--- config.mk ---
export PLATFORM = sky130hd
export DESIGN_NAME = rsh_ctrl
export DESIGN_NICKNAME = d
export VERILOG_FILES = /design/src/sv/rsh_pkg.sv /design/src/sv/rsh_ctrl.sv
export SDC_FILE = /design/constraint.sdc
export NUM_CORES = 1
export LEC_CHECK = 0
export BUFFER_PORTS_ARGS = -buffer_cell sky130_fd_sc_hd__buf_2
export CELL_PAD_IN_SITES_DETAIL_PLACEMENT = 1
export CELL_PAD_IN_SITES_GLOBAL_PLACEMENT = 2
export CORE_UTILIZATION = 29
export CTS_CLUSTER_DIAMETER = 80
export CTS_CLUSTER_SIZE = 14
export DETAILED_ROUTE_END_ITERATION = 8
export GPL_ROUTABILITY_DRIVEN = 0
export PLACE_DENSITY_LB_ADDON = 0.1
export SYNTH_ARGS = -nofsm -noshare
export SYNTH_HDL_FRONTEND = slang
export SYNTH_SLANG_ARGS = --single-unit
--- constraint.sdc ---
create_clock -name clk -period 1.65 [get_ports clk]
set_clock_uncertainty 0.1 [all_clocks]
set_input_delay 0.0825 -clock clk [delete_from_list [all_inputs] [get_ports clk]]
set_output_delay 0.0825 -clock clk [all_outputs]
set_load 0.05 [all_outputs]
--- src/sv/rsh_pkg.sv ---
package rsh_pkg;

    localparam int SHELLS_DEF = 64;

    localparam logic [23:0] CNT_MAX = 24'hFF_FFFF;
    localparam logic [31:0] SUM_MAX = 32'hFFFF_FFFF;

    localparam logic [31:0] SHELL_WIDTH_RST   = 32'd65537;
    localparam logic [6:0]  SHELLS_IN_USE_RST = 7'd64;

    // One root bit is produced per step of the square root.
    localparam logic [5:0] SQRT_LAST_STEP = 6'd33;
    localparam logic [1:0] AXIS_LAST      = 2'd2;

    typedef enum logic [2:0] {
        REG_SHELL_WIDTH   = 3'd0,
        REG_SHELLS_IN_USE = 3'd1,
        REG_ORIGIN_X      = 3'd2,
        REG_ORIGIN_Y      = 3'd3,
        REG_ORIGIN_Z      = 3'd4
    } rsh_reg_t;

    typedef struct packed {
        logic               mode;
        logic signed [31:0] pos_x;
        logic signed [31:0] pos_y;
        logic signed [31:0] pos_z;
        logic [7:0]         contacts;
    } rsh_in_t;

    typedef struct packed {
        logic [5:0]  shell_index;
        logic [23:0] shell_count;
        logic [15:0] shell_avg_contacts;
        logic [23:0] inner_count;
        logic [15:0] inner_avg_contacts;
        logic        last;
    } rsh_out_t;

    typedef enum logic [1:0] {
        DIV_IDX   = 2'd0,
        DIV_SHELL = 2'd1,
        DIV_INNER = 2'd2
    } rsh_div_sel_t;

    typedef enum logic [3:0] {
        ST_IDLE,
        ST_SQ_DIFF,
        ST_SQ_MUL,
        ST_SQ_ACC,
        ST_SQRT_INIT,
        ST_SQRT,
        ST_IDX_START,
        ST_IDX_DIV,
        ST_UPD_RD,
        ST_UPD_WR,
        ST_FIN_RD,
        ST_FIN_ACC,
        ST_AVG_SHELL,
        ST_AVG_INNER,
        ST_CLEAR
    } rsh_state_t;

    typedef struct packed {
        logic         capture;
        logic [1:0]   axis;
        logic         diff_ld;
        logic         mul_ld;
        logic         acc_add;
        logic         sqrt_init;
        logic         sqrt_step;
        logic         div_start;
        rsh_div_sel_t div_sel;
        logic         rd_en;
        logic         rd_fin;
        logic         wr_en;
        logic         fin_acc;
        logic         cap_shell;
        logic         emit;
        logic         k_inc;
        logic         clear;
    } rsh_cmd_t;

    typedef struct packed {
        logic div_done;
        logic drop;
        logic k_last;
    } rsh_sts_t;

endpackage

--- src/sv/rsh_ctrl.sv ---
module rsh_ctrl
    import rsh_pkg::*;
(
    input  logic     clk,
    input  logic     rst_n,
    input  logic     start,
    input  logic     mode,
    input  rsh_sts_t sts,
    output rsh_cmd_t cmd,
    output logic     busy
);

    rsh_state_t state_reg, state_next;
    logic [1:0] axis_reg, axis_next;
    logic [5:0] step_reg, step_next;

    always_ff @(posedge clk or negedge rst_n)
    begin
        if (!rst_n)
        begin
            state_reg <= ST_IDLE;
            axis_reg  <= '0;
            step_reg  <= '0;
        end
        else
        begin
            state_reg <= state_next;
            axis_reg  <= axis_next;
            step_reg  <= step_next;
        end
    end

    always_comb
    begin
        state_next = state_reg;
        axis_next  = axis_reg;
        step_next  = step_reg;
        cmd        = '0;
        cmd.axis   = axis_reg;
        unique case (state_reg)
            ST_IDLE:
            begin
                if (start)
                begin
                    cmd.capture = 1'b1;
                    axis_next   = '0;
                    state_next  = mode ? ST_FIN_RD : ST_SQ_DIFF;
                end
            end
            ST_SQ_DIFF:
            begin
                cmd.diff_ld = 1'b1;
                state_next  = ST_SQ_MUL;
            end
            ST_SQ_MUL:
            begin
                cmd.mul_ld = 1'b1;
                state_next = ST_SQ_ACC;
            end
            ST_SQ_ACC:
            begin
                cmd.acc_add = 1'b1;
                if (axis_reg == AXIS_LAST)
                begin
                    state_next = ST_SQRT_INIT;
                end
                else
                begin
                    axis_next  = axis_reg + 2'd1;
                    state_next = ST_SQ_DIFF;
                end
            end
            ST_SQRT_INIT:
            begin
                cmd.sqrt_init = 1'b1;
                step_next     = '0;
                state_next    = ST_SQRT;
            end
            ST_SQRT:
            begin
                cmd.sqrt_step = 1'b1;
                step_next     = step_reg + 6'd1;
                if (step_reg == SQRT_LAST_STEP)
                begin
                    state_next = ST_IDX_START;
                end
            end
            ST_IDX_START:
            begin
                cmd.div_start = 1'b1;
                cmd.div_sel   = DIV_IDX;
                state_next    = ST_IDX_DIV;
            end
            ST_IDX_DIV:
            begin
                if (sts.div_done)
                begin
                    state_next = ST_UPD_RD;
                end
            end
            ST_UPD_RD:
            begin
                if (sts.drop)
                begin
                    state_next = ST_IDLE;
                end
                else
                begin
                    cmd.rd_en  = 1'b1;
                    state_next = ST_UPD_WR;
                end
            end
            ST_UPD_WR:
            begin
                cmd.wr_en  = 1'b1;
                state_next = ST_IDLE;
            end
            ST_FIN_RD:
            begin
                cmd.rd_en  = 1'b1;
                cmd.rd_fin = 1'b1;
                state_next = ST_FIN_ACC;
            end
            ST_FIN_ACC:
            begin
                cmd.fin_acc   = 1'b1;
                cmd.div_start = 1'b1;
                cmd.div_sel   = DIV_SHELL;
                state_next    = ST_AVG_SHELL;
            end
            ST_AVG_SHELL:
            begin
                cmd.div_sel = DIV_INNER;
                if (sts.div_done)
                begin
                    cmd.cap_shell = 1'b1;
                    cmd.div_start = 1'b1;
                    state_next    = ST_AVG_INNER;
                end
            end
            ST_AVG_INNER:
            begin
                if (sts.div_done)
                begin
                    cmd.emit = 1'b1;
                    if (sts.k_last)
                    begin
                        state_next = ST_CLEAR;
                    end
                    else
                    begin
                        cmd.k_inc  = 1'b1;
                        state_next = ST_FIN_RD;
                    end
                end
            end
            ST_CLEAR:
            begin
                cmd.clear  = 1'b1;
                state_next = ST_IDLE;
            end
            default:
            begin
                state_next = ST_IDLE;
            end
        endcase
    end

    assign busy = (state_reg != ST_IDLE);

endmodule

# Word-level counts from Yosys, hierarchy flattened
# Index checks and enable logic that the tools add are counted.
[totals]
ff_bits = 12
wordCells = 66
inputBits = 7
out_inout_bits = 20
[op_classes]
n_reduce_logical = 6
muxes = 33
add_sub_neg = 2
eq_ne = 22
[ops]
columns = ["operator", "n"]
rows = [
  ["4-bit one-hot mux with 13 select lines", 1],
  ["4-bit == test, second input constant", 7],
  ["4-bit two-way mux", 7],
  ["4-bit by 3-bit == test with 1-bit output, second input constant", 4],
  ["1-bit two-way mux", 15],
  ["2-bit inequality test, second input constant", 6],
  ["6-bit one-hot mux with 2 select lines", 1],
  ["3-bit one-hot mux with 3 select lines", 1],
  ["4-bit by 2-bit == test with 1-bit output, second input constant", 2],
  ["2-bit two-way mux", 4],
  ["6-bit by 1-bit adder with 6-bit output, second input constant", 1],
  ["6-bit == test, second input constant", 1],
  ["3-bit two-way mux", 2],
  ["5-bit AND reduction", 1],
  ["4-bit by 1-bit == test with 1-bit output, second input constant", 1],
  ["4-bit logical NOT", 1],
  ["2-bit one-hot mux with 2 select lines", 1],
  ["2-bit nonzero test", 2],
  ["4-bit nonzero test", 1],
  ["3-bit AND reduction", 1],
  ["2-bit by 1-bit adder with 2-bit output, second input constant", 1],
  ["2-bit == test, second input constant", 1],
  ["1-bit one-hot mux with 2 select lines", 1],
]

# Depth between registers and ports, before layout
[depth]
word_depth = 3
ltp_mapped = 6
mapped_depth_nobuf = 6

# Worst setup path before layout
# Ideal clock, no wire load.
[synth_timing]
path_type = "register -> output"
from = "register state_reg[3]"
to = "output cmd[3] (netlist name)"
required_ns = 1.467
path_stages_with_launch = 6
path_slack_ns = -0.574
n_path_buf = 2
arrival_time_ns = 2.041
path_cell_list = "dfrtp_1 -> clkbuf_8 -> buf_2 -> nand2_1 -> nor2_1 -> and2_1"
[synth_lines]
columns = ["item", "line_no", "rtl"]
rows = [
  ["from (decl)", "rsh_ctrl.sv:13", "rsh_state_t state_reg, state_next;"],
  ["from (signal assigned)", "rsh_ctrl.sv:27", "state_reg <= state_next;"],
  ["to (decl)", "rsh_ctrl.sv:9", "output rsh_cmd_t cmd,"],
]

==> results.py <==
metrics = {
    "status": {
        "run_status": "complete, but fails checks",
        "violations": "negative setup slack",
    },
    "worst_setup_path": {
        "r2r_cells": 6,
        "worst_ep_arrival_time_ns": 1.54,
        "cp.required_ns": 1.47,
        "worstSetupEndpointType": "output pin",
        "crit_type": "register to output pin",
        "startpoint_type": "register",
        "path_max_fanout": 8,
    },
    "synth": {
        "synthAdderAreaFrac_pct": 3.807,
        "ys_top_cells_by_area": "dfrtp_1, nor2_1, ha_1",
        "synth-edff-count": 0,
        "synth-seq-area-share_pct": 30.46,
        "synth_top_family_by_area": "simple AND/OR/NAND/NOR gates",
        "syn-mean-instance-area_um2": 8.573,
        "ys.flop_type": "dfrtp_1",
        "yosysWarningCount": 0,
        "synth.distinct_cells": 45,
        "ys_async_sr_fraction_pct": 100.0,
        "ys_ff_latch": 12,
        "synth_top_area_share_pct": 30.46,
        "synth_xor_area_share_pct": 2.665,
        "syn-cell-area_um2": 985.9,
        "netlist_instances": 115,
        "synthMuxAreaShare_pct": 1.015,
        "syn_nets": 125,
        "synth_most_common_cell": "nor2_1",
        "synth-simple-area-share_pct": 34.77,
        "yosysTopAreaCell": "dfrtp_1",
        "synth_compound_area_share_pct": 18.27,
        "synth_commonest_cells": "nor2_1, dfrtp_1, nand2_1",
    },
    "power": {
        "power_density_nw_per_um2": 2159,
        "pwr-share-seq_pct": 15.7,
        "power.total_mw": 3.607,
        "power_frac_clock_pct": 7.0,
        "power_frac_comb_pct": 77.4,
        "p_sw_mw": 1.804,
        "p_leak_nw": 0.7573,
        "p_int_mw": 1.803,
        "p_sw_share_pct": 50.01,
        "ir_worst_vdd_v": 0.001156,
    },
    "drt": {
        "drt_wl_total_um": 3485,
        "antenna_left": 0,
        "drtPass1Iterations": 4,
        "via_count": 1089,
        "drt_iter0_markers": 24,
        "remaining_drc_errors": 0,
        "wire_per_inst_um": 15.84,
        "via_per_inst": 4.950,
    },
    "layout": {
        "drive_gt1_share_pct": 61.93,
        "synthToLayoutAreaGrowth_pct": 69.42,
        "antenna_cells": 0,
        "stdcell_area_um2": 1670,
        "finalNetCount": 187,
        "largest_reg_flops": 6,
    },
    "clocking": {
        "cts.path.max_buffers": 2,
        "clkSinkCount": 12,
        "cts_tree": "done",
        "cts_buffers": 3,
        "clkLatencyLatePin_ns": 0.28,
        "cts-root-buf": "clkbuf_4",
        "clk_pin_slew_ns": 0.09,
        "h-tree-depth": 1,
    },
    "grt": {
        "grt_use_total_pct": 20.13,
        "grt_first_pass_wirelength_um": 5430,
        "grt_overflow": 0,
        "grt_pass1_vias": 1123,
        "antenna_found_initial": 0,
        "grt_max_degree": 13,
    },
    "floorplanning": {
        "die-area_um2": 3637,
        "rows": 20,
        "io_pins": 27,
        "die_w_um": 60.31,
        "start_util_pct": 31.52,
        "fp.coreArea_um2": 3128,
        "die_h_um": 60.31,
    },
    "timing": {
        "slew_violations": 0,
        "timing.final.ws_setup_ns": -0.06845,
        "grt_setup_unrepaired": "true",
        "final-hold-violation-count": 0,
        "timing.final.crit_period_ns": 1.718,
        "setup_viol": 5,
        "min_period_over_period_pct": 104.1,
        "max_freq_mhz": 581.9,
        "slew_headroom_pct": 80.38,
        "tightest_slew_ns": 0.2906,
    },
    "min_path": {
        "hold_depth": 3,
        "hp-class": "primary input to register",
    },
    "placement": {
        "place_hpwl_um": 2305,
        "pre_cts_ws_ns": -0.03693,
        "place_area_um2": 1277,
        "portBuffers": 26,
    },
    "flow_run": {
        "drv_cap": 0,
    },
}
-- layout by cell type, fill, tap and decap left out, drive strengths merged, types with 2 or more instances in the layout --
cell type / n
nand3b: 2
a21oi: 2
or2b: 3
nand2: 10
nor3: 7
o22ai: 2
nand4: 2
ha: 3
nor4: 2
a31oi: 2
xor2: 2
inv: 4
o32ai: 2
o21ai: 9
a21o: 2
buf: 60
or2: 2
and3: 3
dlygate4sd3: 2
nor2b: 3
nor2: 17
dfrtp: 12
clkbuf: 6
nand2b: 3
-- logic make-up (layout without fill, tap and decap cells) --
| family | count (synthesis) | after routing |
|---|---|---|
| compound gates | 26 | 26 |
| xor+xnor | 3 | 3 |
| fa+ha+maj | 3 | 3 |
| buf+inv | 11 | 72 |
| flops | 12 | 12 |
| mux | 1 | 1 |
| simple gates | 59 | 59 |
-- worst max-delay path, stage by stage (launching register included) --
cell and delay [ns]:
dfrtp_2 0.46, buf_4 0.16, nand3b_1 0.23, nor2_1 0.21
buf_6 0.19
-- layer usage --
metal	share of wire, %	global-route usage, %
met1	47	28.34
met2	51	33.91
met3	1.9	1.948
met4	0.11	2.990
met5	0	0
-- what timing repair did --
| action | CTS | global route |
|---|---|---|
| hold buffers | 2 | 0 |
| cloned | 0 | 0 |
| buffers inserted | 11 | 5 |
| setup endpoints to repair | 24 | 21 |
| endpoints found under the hold margin | 13 | 0 |
| resized for setup | 39 | 30 |
| pin swaps | 1 | 7 |
-- final cells by class --
cell class	instances	area (µm²)
Clock buffer	4	36.28
Fill cell	385	1458
Inverter	4	15.01
Multi-Input combinational cell	92	733.2
Sequential cell	12	306.5
Tap cell	44	55.05
Timing Repair Buffer	64	524.3
-- power groups by stage --
stage,clock (mW),sequential (mW),combinational (mW)
after CTS,0.251,0.560,2.48
final,0.252,0.565,2.79
after global placement,0,0.604,1.96
after detailed placement,0,0.616,2.00
after global routing,0.260,0.593,2.97
after floorplan,0,0.563,1.48
-- metrics by stage --
step                      hold WS, ns  utilization [%]  cells    TNS, ns
final                         0.07746            53.40    220    -0.1336
after floorplan               -0.3131                -    115     -1.553
after detailed placement      -0.1135            40.84    198    -0.1265
after global placement        -0.1209            40.84    198  -0.006728
after CTS                     0.08903            48.84    215   -0.03643
after global routing          0.09952            53.40    220    -0.5791
-- worst paths after layout --
path                         startpoint            to  slack, ns
max in group asynchronous         rst_n   axis_reg[0]       1.09
min                               start   axis_reg[1]       0.08
min reg2reg                 step_reg[0]   step_reg[0]       0.44
min in group asynchronous         rst_n   axis_reg[1]       0.11
max reg2reg                state_reg[1]  state_reg[3]       0.04
max                        state_reg[1]        cmd[2]      -0.07
No activity file was read; power rests on OpenSTA's default activity.
